[src/rtl/prrt_pkg.sv]
// Shared types and defaults for the page range reference count tracker.
// No dependencies; every other file imports this package.
package prrt_pkg;

    localparam int unsigned DefPageBits      = 12;
    localparam int unsigned DefTrackedPages  = 4096;
    localparam int unsigned DefMaxRangePages = 128;
    localparam int unsigned DefCountBits     = 16;

    localparam int unsigned StartW  = 12;   // start page field
    localparam int unsigned LenW    = 20;   // byte length field
    localparam int unsigned RunW    = 8;    // run length field
    localparam int unsigned WalkW   = 13;   // walk page, start plus range
    localparam int unsigned QDepth  = 2;    // command queue depth

    typedef enum logic [1:0] {
        ST_OK       = 2'd0,
        ST_ZERO_LEN = 2'd1,
        ST_RANGE    = 2'd2
    } t_status;

    typedef enum logic {
        CMD_OCCUPY  = 1'b0,
        CMD_RELEASE = 1'b1
    } t_cmd_op;

    // Classified request passed from front to back.
    typedef struct packed {
        t_cmd_op            op;
        logic [StartW-1:0]  start;
        logic [RunW-1:0]    npages;
        t_status            status;
    } t_cmd;

    typedef enum logic [2:0] {
        BS_CLEAR,
        BS_IDLE,
        BS_WALK,
        BS_FLUSH,
        BS_ERR
    } t_back_state;

endpackage

[src/rtl/prrt_front.sv]
// Front end: accepts requests, rounds the length to pages, checks the range,
// and queues classified commands for the back end. Depends on prrt_pkg.
module prrt_front #(
    parameter int unsigned PAGE_BITS       = prrt_pkg::DefPageBits,
    parameter int unsigned TRACKED_PAGES   = prrt_pkg::DefTrackedPages,
    parameter int unsigned MAX_RANGE_PAGES = prrt_pkg::DefMaxRangePages
) (
    input  logic                          i_clk,
    input  logic                          i_rst_n,
    input  logic                          i_push,
    output logic                          o_full,
    input  logic                          i_command,
    input  logic [prrt_pkg::StartW-1:0]   i_start_page,
    input  logic [prrt_pkg::LenW-1:0]     i_length_bytes,
    input  logic                          i_hold,
    output logic                          o_cmd_valid,
    output prrt_pkg::t_cmd                o_cmd,
    input  logic                          i_cmd_pop
);
    import prrt_pkg::*;

    localparam int unsigned SumW = LenW + 2;

    logic [SumW-1:0] w_round;
    logic [SumW-1:0] w_pages;
    logic [SumW-1:0] w_end;
    t_cmd            w_cmd;
    logic            w_push;

    t_cmd            r_q [QDepth];
    logic            r_wp;
    logic            r_rp;
    logic [1:0]      r_cnt;

    always_comb begin
        w_round = SumW'(i_length_bytes) + SumW'((64'd1 << PAGE_BITS) - 64'd1);
        w_pages = w_round >> PAGE_BITS;
        w_end   = SumW'(i_start_page) + w_pages;
        w_cmd.op     = t_cmd_op'(i_command);
        w_cmd.start  = i_start_page;
        w_cmd.npages = RunW'(w_pages);
        if (i_length_bytes == '0) begin
            w_cmd.status = ST_ZERO_LEN;
        end else if (w_pages > SumW'(MAX_RANGE_PAGES) || w_end > SumW'(TRACKED_PAGES)) begin
            w_cmd.status = ST_RANGE;
        end else begin
            w_cmd.status = ST_OK;
        end
    end

    assign o_full      = (r_cnt == 2'(QDepth)) || i_hold;
    assign w_push      = i_push && !o_full;
    assign o_cmd_valid = (r_cnt != '0);
    assign o_cmd       = r_q[r_rp];

    always_ff @(posedge i_clk) begin
        if (w_push) begin
            r_q[r_wp] <= w_cmd;
        end
    end

    always_ff @(posedge i_clk) begin
        if (!i_rst_n) begin
            r_wp  <= 1'b0;
            r_rp  <= 1'b0;
            r_cnt <= '0;
        end else begin
            if (w_push) begin
                r_wp <= ~r_wp;
            end
            if (i_cmd_pop && o_cmd_valid) begin
                r_rp <= ~r_rp;
            end
            case ({w_push, i_cmd_pop && o_cmd_valid})
                2'b10:   r_cnt <= r_cnt + 2'd1;
                2'b01:   r_cnt <= r_cnt - 2'd1;
                default: r_cnt <= r_cnt;
            endcase
        end
    end

endmodule

[config.mk]
export PLATFORM = sky130hd
export DESIGN_NAME = prrt_front
export DESIGN_NICKNAME = d
export VERILOG_FILES = /design/src/rtl/prrt_pkg.sv /design/src/rtl/prrt_front.sv
export SDC_FILE = /design/constraint.sdc
export NUM_CORES = 1
export LEC_CHECK = 0
export BUFFER_PORTS_ARGS = -buffer_cell sky130_fd_sc_hd__buf_2
export CAP_MARGIN = 20
export CORE_ASPECT_RATIO = 1.4
export CORE_MARGIN = 4
export CORE_UTILIZATION = 35
export DETAILED_ROUTE_END_ITERATION = 12
export PLACE_DENSITY = 0.57
export SLEW_MARGIN = 20
export SYNTH_ARGS = -nofsm -noshare
export SYNTH_HDL_FRONTEND = slang
export SYNTH_SLANG_ARGS = --single-unit
export TNS_END_PERCENT = 100
[constraint.sdc]
create_clock -name i_clk -period 9.1 [get_ports i_clk]
set_clock_uncertainty 0.1 [all_clocks]
set_input_delay 1.365 -clock i_clk [delete_from_list [all_inputs] [get_ports i_clk]]
set_output_delay 1.365 -clock i_clk [all_outputs]
set_load 0.01 [all_outputs]
==> metrics.md <==
| Metric | Value |
|---|---|
| Status | `completed` |
| Relative slew slack | `60.3%` |
| ANT nets after route | `0` |
| Multi-input gate area | `0.00114 mm2` |
| Worst min-delay path class | `flop to flop` |
| Die Outline Area | `0.00914 mm2` |
| Initial Util | `36.2%` |
| Die width | `81.9 um` |
| Antenna violations before repair | `0` |
| Placed cell area | `0.00310 mm2` |
| Clock Sink Count | `51` |
| Synthesis Warnings | `0` |
| Commonest non-fill, non-tap cells in the layout | `buf_2, edfxtp_1, mux2_2` |
| Synthesized area | `0.00268 mm2` |
| Gpl congestion | `0.856` |
| Maxcap violations | `0` |
| Sequential share of the synthesized area | `55.3%` |
| Root Buffer | `clkbuf_8` |
| DRT iter0 DRCs | `84` |
| CP delay by family, top | `simple AND/OR/NAND/NOR gates` |
| Crit end category | `flop` |
| Final period util | `51.4%` |
| Asr flop ratio synth | `0%` |
| Ys flop type | `edfxtp_1` |
| F_max | `214 MHz` |
| Grt total ovfl | `0` |
| Vias in the first global route | `1,825` |
| Port-buffer cells | `62` |
| Post-synth EDFFs | `46` |
| Slew Viols, Final | `0` |
| Final Cell Area | `0.00321 mm2` |
| Final-layout fill cell count | `726` |
| Crit path launch type | `primary input` |
| Reg area | `0.00148 mm2` |
| Layout Nets | `316` |
| RSZ-0062 raised after global routing | `no` |
| PD cells | `193 mW/mm2` |
| Largest net degree at the start of global routing | `25` |
| CORE AREA | `0.00741 mm2` |
| Seq cells post-synth | `51` |
| Crit path buf inv count | `1` |
| Site Rows | `37` |
| Post-synth net total | `250` |
| Syn Area/Cell | `13.5 um2` |
| Final-report hold violation count | `0` |
| CTS tree | `done` |
| # DRC | `0` |
| Final Critical Period | `4.68 ns` |
| Worst endpoint data arrival time | `4.63 ns` |
| GRT Resource Usage Total | `12.8%` |
| Critical path class | `primary input to flop` |
| ANT cells | `0` |
| Peak VDD IR | `0.0726 mV` |
| Routed WL | `5.76 mm` |
| DR pass1 iterations | `4` |
| Vias/cell | `5.06` |
| H-tree level count | `2` |
| Post-CTS Resized | `0` |
| Critical-path maximum fanout | `7` |
| Cts hold-fix bufs | `0` |
| Synth-to-Final Area Change | `19.7%` |
| Die height | `112 um` |
| Clock slew at reported path FFs | `0.09 ns` |
| Via count | `1,838` |
| Critical Path, Cell by Cell | `buf_2, nor4_1, a31oi_1, and3_1, and3_1, nand2_1, xnor2_1, ha_1, or4_1, o2bb2ai_1, or3_2, a32oi_2, a21boi_2, maj3_2` |
| CP peak stage delay | `0.47 ns` |
| Fraction of layout cells with a size suffix above 1 | `40.6%` |
| DP HPWL | `4.31 mm` |
| Post-CTS Setup Repair Bufs | `0` |
| P_leak | `0.00121 uW` |
| Worst path most repeated cell | `and3_1` |
| CTS Buf Count | `5` |
| Most common cell after layout, fill and taps aside | `buf_2` |
| Clock Path Buffers | `2` |
| Boundary pin count | `63` |
| Total Neg Setup Slack | `0 ns` |
| Synth unique cells | `54` |
| CP max-delay cell | `or3_2` |
| CP required | `9.05 ns` |
| Slew @ Worst Pin | `0.595 ns` |
| Setup violators final | `0` |
| Worst-Skew Late Latency | `0.30 ns` |
| WL per Instance | `15.9 um` |
| First-pass GRT wire length | `8.85 mm` |
| Synthesized instance count | `199` |
where the power goes:
part	internal, uW	total, uW	switching, uW
sequential	277	299	21.7
combinational	91.0	177	86.5
clock	70.8	143	72.1
logic make-up after synthesis:
kind of cell,after synthesis,synth area share [%]
AOI/OAI and AO/OA,45,13.4
xor gates and xnor gates,11,3.60
adders and majority gates,14,6.77
buffers and inverters,13,2.15
DFF,51,55.3
muxes,24,10.0
and+or+nand+nor,41,8.73
routing by layer:
| layer | vias up | wire [um] | GRT usage [%] |
|---|---|---|---|
| met5 | - | 0 | 0 |
| met4 | 0 | 167 | 6.10 |
| met3 | 10 | 188 | 2.10 |
| met2 | 37 | 3200 | 23.2 |
| met1 | 882 | 2200 | 14.0 |
| li1 | 909 | - | - |
flip-flops by register name, indices dropped and copies added, names as in the netlist, named ones only:
name   cells
r_q       46
r_wp       1
r_rp       1
r_cnt      2
final timing paths:
check | start | to | slack [ns] | cells past startpoint
min | r_cnt[1]$_SDFFE_PN0P_ | r_cnt[1]$_SDFFE_PN0P_ | 0.42 | 2
min reg2reg | r_cnt[1]$_SDFFE_PN0P_ | r_cnt[1]$_SDFFE_PN0P_ | 0.42 | 2
max reg2reg | r_cnt[0]$_SDFFE_PN0P_ | r_cnt[1]$_SDFFE_PN0P_ | 7.23 | 5
max | i_length_bytes[3] | r_q[1][1]$_DFFE_PP_ | 4.42 | 14
cell type report:
cell class	count	area share (%)
Sequential cell	51	46.2
Multi-Input combinational cell	135	35.7
Timing Repair Buffer	63	9.91
Tap cell	97	3.78
Clock buffer	6	2.93
Inverter	9	1.05
Clock inverter	2	0.429
worst register-to-register path, delay by kind of cell (launching register included):
family          cells  cell delay [ns]
simple gates        3             0.87
flops               1             0.36
fa+ha+maj           1             0.32
compound gates      1             0.16
cells in the mapped netlist (3+ instances only):
cell type	n	area, um2
nor4_1	4	25.0
and3_1	5	31.3
a211oi_1	3	22.5
dfxtp_1	5	100
nand3_1	4	20.0
o21ai_0	6	30.0
edfxtp_1	46	1380
nor2_1	6	22.5
ha_1	12	150
mux2_2	23	259
nand2_1	5	18.8
xor2_1	3	26.3
inv_1	9	33.8
nand3b_1	3	22.5
and2_1	3	18.8
o21a_1	3	22.5
xnor2_1	8	70.1
a21oi_1	9	45.0
per-stage QoR:
stage	cells	hold slack (ns)	power [uW]	setup slack (ns)	util, %
floorplan	199	0.372	420	4.64	-
global placement	355	0.404	485	4.22	41.8
detailed placement	355	0.413	487	4.11	41.8
CTS	363	0.427	632	4.43	43.3
global route	363	0.461	656	4.23	43.3
finish	363	0.422	619	4.42	43.3
(Power assumes the default switching activity.)
